## config.mk

```make
export PLATFORM = sky130hd
export DESIGN_NAME = lld_ctrl
export DESIGN_NICKNAME = d
export VERILOG_FILES = /design/src/design/lld_pkg.sv /design/src/design/lld_ctrl.sv
export SDC_FILE = /design/constraint.sdc
export NUM_CORES = 1
export LEC_CHECK = 0
export BUFFER_PORTS_ARGS = -buffer_cell sky130_fd_sc_hd__buf_2
export CORE_AREA = 2 2 39 41
export CTS_BUF_LIST = sky130_fd_sc_hd__clkbuf_4
export CTS_CLUSTER_SIZE = 10
export DETAILED_ROUTE_END_ITERATION = 12
export DIE_AREA = 0 0 41 43
export GPL_ROUTABILITY_DRIVEN = 0
export SLEW_MARGIN = 20
export SYNTH_ARGS = -nofsm -noshare
export SYNTH_HDL_FRONTEND = slang
export SYNTH_SLANG_ARGS = --single-unit
```

## constraint.sdc

```tcl
create_clock -name clk -period 2.25 [get_ports clk]
set_clock_uncertainty 0.1 [all_clocks]
set_input_delay 0.225 -clock clk [delete_from_list [all_inputs] [get_ports clk]]
set_output_delay 0.225 -clock clk [all_outputs]
set_load 0.005 [all_outputs]
```

## src/design/lld_pkg.sv

```systemverilog
// shared types, codes and constants for the least loaded core dispatcher
`timescale 1ns / 1ps

package lld_pkg;

  localparam int CORES_DEFAULT = 32;
  localparam int CORES_MAX     = 32;

  localparam int FUNC_W  = 3;
  localparam int CORE_W  = 5;
  localparam int MASK_W  = 32;
  localparam int TASK_W  = 32;
  localparam int TYPE_W  = 5;
  localparam int LOAD_W  = 16;
  localparam int PEND_W  = 31;
  localparam int CNT_W   = 32;
  localparam int CFG_W   = 6;

  localparam logic [CFG_W-1:0]  ONLINE_RESET = 6'd32;
  localparam logic [LOAD_W-1:0] LOAD_MAX     = 16'hFFFF;
  localparam logic [TYPE_W-1:0] IPI_NONE     = 5'd0;

  // operation codes; the two remaining codes are rejected
  typedef enum logic [FUNC_W-1:0] {
    FN_PICK     = 3'd0,
    FN_DISPATCH = 3'd1,
    FN_TICK     = 3'd2,
    FN_SEND     = 3'd3,
    FN_HANDLE   = 3'd4,
    FN_QUERY    = 3'd5
  } lld_func_t;

  typedef struct packed {
    logic [FUNC_W-1:0] func;
    logic [CORE_W-1:0] core;
    logic [MASK_W-1:0] allow_mask;
    logic [TASK_W-1:0] task_id;
    logic [TYPE_W-1:0] ipi_type;
  } lld_req_t;

  typedef struct packed {
    logic              status;
    logic [CORE_W-1:0] picked_core;
    logic [PEND_W-1:0] pending_ipis;
    logic [TASK_W-1:0] core_task;
    logic [LOAD_W-1:0] core_load;
    logic [CNT_W-1:0]  core_switches;
    logic [CNT_W-1:0]  dispatch_count;
    logic [CNT_W-1:0]  migration_count;
    logic [CNT_W-1:0]  ipi_sent_count;
    logic [CNT_W-1:0]  ipi_handled_count;
    logic [MASK_W-1:0] online_mask;
  } lld_rsp_t;

  // one row of per-core state
  typedef struct packed {
    logic [LOAD_W-1:0] load;
    logic [TASK_W-1:0] task_id;
    logic [PEND_W-1:0] pending;
    logic [CNT_W-1:0]  switches;
  } lld_row_t;

  typedef struct packed {
    logic capture;
    logic scan_rd;
    logic core_rd;
    logic update;
    logic present;
  } lld_cmd_t;

  typedef struct packed {
    logic req_pick;
    logic scan_last;
  } lld_stat_t;

endpackage

```

## src/design/lld_ctrl.sv

```systemverilog
// sequencing controller: accept, scan, read, update, present
`timescale 1ns / 1ps

module lld_ctrl
  import lld_pkg::*;
(
  input  logic      clk,
  input  logic      rst,
  input  logic      req_valid,
  output logic      req_ready,
  output logic      rsp_valid,
  input  logic      rsp_ready,
  input  lld_stat_t stat,
  output lld_cmd_t  cmd
);

  typedef enum logic [2:0] {
    S_IDLE,
    S_SCAN,
    S_READ,
    S_UPDATE,
    S_HOLD
  } state_t;

  state_t state;
  state_t state_next;

  always_comb begin
    cmd        = '0;
    state_next = state;
    unique case (state)
      S_IDLE: begin
        if (req_valid) begin
          cmd.capture = 1'b1;
          state_next  = stat.req_pick ? S_SCAN : S_READ;
        end
      end
      S_SCAN: begin
        cmd.scan_rd = 1'b1;
        if (stat.scan_last) begin
          state_next = S_READ;
        end
      end
      S_READ: begin
        cmd.core_rd = 1'b1;
        state_next  = S_UPDATE;
      end
      S_UPDATE: begin
        cmd.update = 1'b1;
        state_next = S_HOLD;
      end
      S_HOLD: begin
        if (!rsp_valid || rsp_ready) begin
          cmd.present = 1'b1;
          state_next  = S_IDLE;
        end
      end
      default: state_next = S_IDLE;
    endcase
  end

  assign req_ready = (state == S_IDLE);

  always_ff @(posedge clk) begin
    if (rst) begin
      state     <= S_IDLE;
      rsp_valid <= 1'b0;
    end else begin
      state <= state_next;
      if (cmd.present) begin
        rsp_valid <= 1'b1;
      end else if (rsp_ready) begin
        rsp_valid <= 1'b0;
      end
    end
  end

endmodule

```

; After elaboration in Yosys (flattened, before gate mapping)
; Index checks and enable logic that the tools add are counted.
; W data, S select, Z words.
[word_totals]
word_cells = 28
mem_count = 0
rom_bits = 0
latch_bits = 0
in_bits = 6
ff_bits = 4
mem_bits_rw = 0
[classes]
eq_ne = 7
n_shift = 0
multipliers = 0
magnitude_cmp = 0
addsub = 0
n_reduce_logical = 5
n_div = 0
n_bitwise = 0
muxes = 14
[ops]
columns = operator, n
row1 = $pmux W3 S5, 1
row2 = $mux W1, 9
row3 = $mux W3, 3
row4 = $eq A3 B2 Y1 const B, 2
row5 = $ne A2 B2 Y1 const B, 3
row6 = $eq A3 B1 Y1 const B, 1
row7 = $eq A3 B3 Y1 const B, 1
row8 = $logic_not A3 Y1, 1
row9 = $reduce_and A3 Y1, 1
row10 = $mux W2, 1
row11 = $reduce_bool A2 Y1, 1
row12 = $logic_not A1 Y1, 1
row13 = $logic_or A1 B1 Y1, 1

; Longest topological paths before layout
; Gate-level depths: netlist (run 1).
[depth]
ltp_word = 5
depth_mapped = 4

; Least setup slack after synthesis (run 1)
; Ideal clock, no wire load.
[synth_timing]
kind = register to output
from = reg state[0]
to = out cmd[4] in the netlist's numbering
arrival_time_ps = 847
required_time_ps = 1925
n_path_buf = 1
slack_ps = 1078
stages_incl_launch_ff = 4
cell_sequence = dfxtp_1 > buf_4 > nor3_1 > and2_1
[synth_lines]
columns = element, line
row1 = from (decl), lld_ctrl.sv:25  ; state_t state;
row2 = from (signal assigned), lld_ctrl.sv:69  ; state <= state_next;
row3 = to (decl), lld_ctrl.sv:14  ; output lld_cmd_t cmd

==> results of run 1 <==
path summary, 6_finish.rpt:
check | to | slack, ns | cells after the start | startpoint
min | state[1] | 0.08 | 2 | stat[1]
min reg2reg | state[1] | 0.49 | 1 | state[0]
max reg2reg | state[1] | 1.01 | 3 | state[0]
max | cmd[0] | 0.74 | 4 | state[0]
through the flow:
step | worst slack (ns) | utilization | power, uW | hold WS (ns)
2_1_floorplan | 1.08 | - | 122 | 0.197
3_3_place_gp | 1.00 | 0.206 | 135 | 0.326
3_5_place_dp | 0.988 | 0.206 | 136 | 0.327
4_1_cts | 0.721 | 0.222 | 230 | 0.0787
5_1_grt | 0.590 | 0.222 | 244 | 0.0762
6_report | 0.739 | 0.222 | 224 | 0.0827
routing by layer:
metal | track usage | vias up | part of all wire
met4 | 0.0400 | 0 | 0
li1 | - | 119 | -
met1 | 0.0900 | 93 | 0.47
met5 | 0 | - | 0
met2 | 0.0594 | 10 | 0.40
met3 | 0.0942 | 0 | 0.13
area by class of cell:
type	instances	area share
Timing Repair Buffer	12	0.195
Multi-Input combinational cell	20	0.407
Tap cell	16	0.0650
Clock buffer	3	0.0732
Sequential cell	4	0.260
registers in the layout, summed over array words and instances (netlist names):
signal / count
rsp_valid: 1
state: 3
cell usage after synthesis:
master and number:
nor3b_1 2, o31ai_1 1, o21ai_0 1, a21oi_1 1, a221oi_2 1, nor2_1 5
nand2_1 1, or3_4 1, nor2b_1 1, nand2b_1 1, dfxtp_1 4, buf_4 3
and2_1 1, nor3_1 2, a31oi_1 1, and3b_1 1
where the power goes:
part           leakage (uW)  total, uW  internal, uW  switching, uW
Clock             0.0000138       89.9          59.7           30.2
Combinational     0.0000989       47.2          26.1           21.1
Sequential        0.0000327       86.9          76.8           10.1
cell families (layout without fill, tap and decap cells):
logic type,Yosys count,in the layout,share of synthesized area
simple gates,15,15,0.379
buf+inv,3,15,0.0989
compound gates,5,5,0.170
flops,4,4,0.352
==> impl_metrics.json, run 1 <==
{
  "cp.arrival_ns": 1.19,
  "finalSetupViolations": 0,
  "firstDrtPassIters": 2,
  "period_share": 0.672,
  "final_area_sq_um": 308,
  "drt_iter0_drc": 2,
  "fmax_mhz": 662,
  "cp_num_buf_inv": 1,
  "grt_pass1_wl_um": 724,
  "overflow": 0,
  "grt_usage": 0.0713,
  "vias_per_cell": 4.04,
  "ant_nets": 0,
  "clkTransAtPathRegs_ns": 0.04,
  "cp_max_fo": 9,
  "critPathTopFamily": "simple AND/OR/NAND/NOR gates",
  "syn_to_final_growth_pct": 35.2,
  "die-area_sq_um": 1760,
  "cts_buffers": 3,
  "cpMaxStageDelayCell": "dfxtp_1",
  "slew_headroom": 0.796,
  "max-vdd-ir-drop_mv": 0.427,
  "nets": 47,
  "grt_pass1_vias": 189,
  "startpoint_type": "flop",
  "worstMarginPinSlew_ns": 0.305,
  "antenna_found_initial": 0,
  "synth_top_area_share": 0.352,
  "synth_top_cell_by_area": "dfxtp_1",
  "ys_seq_area_frac": 0.352,
  "power.density_nw_per_um2": 728,
  "multiInputGateArea_sq_um": 125,
  "syn_inst": 27,
  "rsz0062_at_grt": "no",
  "critPathMaxStageDelay_ns": 0.37,
  "drive_above_1_share": 0.436,
  "min_period_ns": 1.51,
  "io_buffers": 12,
  "postPlaceCellArea_sq_um": 285,
  "syn_nets": 33,
  "initial_utilization": 0.165,
  "grt_start_max_net_pins": 10,
  "cts_tree": "built",
  "instances_no_fill": 55,
  "cts-root-buf": "clkbuf_4",
  "ys_warn_count": 0,
  "final_hold_viol_count": 0,
  "wl_per_cell_um": 8.60,
  "htreeDepth": 1,
  "drv_cap": 0,
  "mostFrequentLayoutCell": "buf_2",
  "rows": 14,
  "cts_hold_buffers": 0,
  "netlist_top_cells_area": "dfxtp_1 35%, buf_4 9.9%, nor2_1 8.2%, a221oi_2 6.6%, nor3b_1 6.6%",
  "crit_chain": "nor2_1 > nand2_1 > nor2_1 > buf_2",
  "clock_sinks": 4,
  "die_w_um": 41,
  "io_pins": 13,
  "fillers": 149,
  "fin_tns_setup_ns": 0,
  "vias": 222,
  "regArea_sq_um": 80.1,
  "diodes": 0,
  "syn_area_sq_um": 228,
  "avgSynthCellArea_sq_um": 8.43,
  "crit_required_ns": 1.92,
  "holdCritPathClass": "in -> reg",
  "end_kind": "primary output",
  "cts_setup_buffers": 0,
  "drt_wl_total_um": 473,
  "layout_common_cells": "12 x buf_2, 5 x nor2_1, 4 x dfxtp_1",
  "insertion_delay_ns": 0.24,
  "drc": 0,
  "crit_type": "reg -> out",
  "synth.distinct_cells": 16,
  "drv_slew": 0,
  "die_h_um": 43,
  "core_area_sq_um": 1380,
  "synth_seq_cells": 4,
  "ctsResizeCount": 0,
  "cpMostUsedCell": "nor2_1",
  "power_leakage_uw": 0.000145,
  "clockBufferDepth": 2,
  "status": "finished clean",
  "dp.cells": 52
}
No activity file was read; power rests on OpenSTA's default activity.
==> inputs of run 2 (changes only) <==
ABC_AREA = 1   (was not set)
clock period = 1.35 ns   (was 2.25 ns; I/O delays follow)
==> impl_metrics.json, run 2 <==
{
  "status": "finished clean",
  "synth_seq_cells": 4,
  "drt_wl_total_um": 565,
  "max-vdd-ir-drop_mv": 0.333,
  "power_leakage_uw": 0.000197,
  "cp_max_fo": 5,
  "clkTransAtPathRegs_ns": 0.04,
  "synth_edf_count": 0,
  "drc": 0,
  "drive_above_1_share": 0.566,
  "drt_iter0_drc": 4,
  "synth_commonest_cells": "6 x nor2_1, 5 x inv_1, 4 x dfxtp_1, 4 x nand2_1",
  "drv_slew": 0,
  "power_frac_comb": 0.339,
  "p_sw_frac": 0.340,
  "power.density_nw_per_um2": 1210,
  "r2r_slack_ns": 0.26,
  "firstDrtPassIters": 2,
  "syn_inst": 38,
  "min_period_ns": 1.30,
  "multiInputGateArea_sq_um": 154,
  "wl_per_cell_um": 8.19,
  "rows": 14,
  "die-area_sq_um": 1760,
  "pwr-share-seq": 0.336,
  "cts-root-buf": "clkbuf_4",
  "syn_area_sq_um": 267,
  "vias_per_cell": 4.09,
  "regArea_sq_um": 81.3,
  "cts_tree": "built",
  "grt_pass1_vias": 248,
  "power.internal_uw": 302,
  "instances_no_fill": 69,
  "cts_buffers": 3,
  "grt_start_max_net_pins": 7,
  "clock_sinks": 4,
  "nets": 61,
  "yosysMostFrequentCell": "nor2_1",
  "largest_register_ffs": 3,
  "p_clk_frac": 0.325,
  "ys_seq_area_frac": 0.300,
  "rsz0062_at_grt": "yes",
  "largest-register": "state",
  "slew_headroom": 0.849,
  "ant_nets": 0,
  "period_share": 0.960,
  "holdCritPathClass": "in -> reg",
  "clockBufferDepth": 2,
  "avgSynthCellArea_sq_um": 7.01,
  "finalSetupViolations": 0,
  "fmax_mhz": 771,
  "whs_ns": 0.107,
  "final_hold_viol_count": 0,
  "dp.cells": 65,
  "fin_tns_setup_ns": 0,
  "io_buffers": 12,
  "core_area_sq_um": 1380,
  "synth_top_area_share": 0.300,
  "dp_hpwl_um": 490,
  "vias": 282,
  "drv_cap": 0,
  "initial_utilization": 0.193,
  "synth.distinct_cells": 15,
  "overflow": 0,
  "biggestRegsByFlops": "state x3, rsp_valid x1",
  "die_h_um": 43,
  "insertion_delay_ns": 0.24,
  "syn_to_final_growth_pct": 41.8,
  "final_area_sq_um": 378,
  "crit_required_ns": 1.12,
  "synthArstFlopShare": 0,
  "synth_flop_cell": "dfxtp_1",
  "io_pins": 13,
  "layout_common_cells": "12 x buf_2, 5 x inv_1, 5 x nor2_1",
  "power_switching_uw": 156,
  "crit_type": "reg -> out",
  "worstMarginPinSlew_ns": 0.227,
  "postPlaceCellArea_sq_um": 339,
  "end_kind": "primary output",
  "grt_usage": 0.0783,
  "cp.arrival_ns": 1.06,
  "grt_pass1_wl_um": 897,
  "syn_nets": 44,
  "netlist_top_cells_area": "dfxtp_1 30%, nand3_2 11%, nor2_1 8.5%, inv_1 7.0%, nor2_2 7.0%",
  "mostFrequentLayoutCell": "buf_2",
  "fillers": 151,
  "startpoint_type": "flop",
  "ys_warn_count": 0,
  "diodes": 0,
  "synth_top_cell_by_area": "dfxtp_1",
  "htreeDepth": 1,
  "die_w_um": 41,
  "antenna_found_initial": 0
}
==> run 2: cells by family after synthesis <==
kind of cell / synth area share
AOI/OAI and AO/OA: 0.0516
buffers and inverters: 0.141
DFF: 0.300
and+or+nand+nor: 0.507
==> run 2: cell type report <==
cell class                      instances  area share
Multi-Input combinational cell         25       0.407
Inverter                                8      0.0795
Sequential cell                         4       0.215
Tap cell                               16      0.0530
Clock buffer                            3      0.0596
Timing Repair Buffer                   13       0.185
==> run 2: worst paths after layout <==
path	from	endpoint	cells after the start
worst max-delay path	state[1]	cmd[0]	4
worst min register to register	rsp_valid	rsp_valid	4
worst max register to register	state[2]	state[0]	5
worst min-delay path	rsp_ready	rsp_valid	4
==> run 2: metal layers <==
metal | part of all wire | wire [um] | vias up | track usage
li1 | - | - | 148 | -
met1 | 0.39 | 219 | 119 | 0.0772
met4 | 0.028 | 16 | 0 | 0.0600
met3 | 0.12 | 67 | 2 | 0.0314
met2 | 0.46 | 262 | 13 | 0.122
met5 | 0 | 0 | - | 0
==> run 2: power groups by stage <==
| stage | sequential, uW | combinational (uW) | clock, uW |
|---|---|---|---|
| 2_1_floorplan | 152 | 102 | 0 |
| 3_5_place_dp | 154 | 151 | 0 |
| 3_3_place_gp | 153 | 148 | 0 |
| 6_report | 154 | 156 | 149 |
| 5_1_grt | 155 | 183 | 156 |
| 4_1_cts | 152 | 153 | 153 |
==> run 2: repair_timing <==
item	in CTS	in global routing
setup buffers	0	0
hold buffers	1	0
setup endpoints to repair	0	2
gates resized for setup	0	3
hold endpoints to repair	1	0
==> run 2: critical path: stages (launching register included) <==
cell and delay (ns):
dfxtp_2 0.34, nor2_4 0.18, nand2_1 0.08, nor2_2 0.10, buf_2 0.12
==> run 2: through the flow <==
stage / total power, uW / util / setup slack [ns]
after global placement: 302 / 0.245 / 0.285
final: 458 / 0.273 / 0.0537
after CTS: 459 / 0.269 / 0.0387
after detailed placement: 305 / 0.245 / 0.267
after floorplan: 253 / - / 0.348
after global routing: 495 / 0.273 / -0.00172
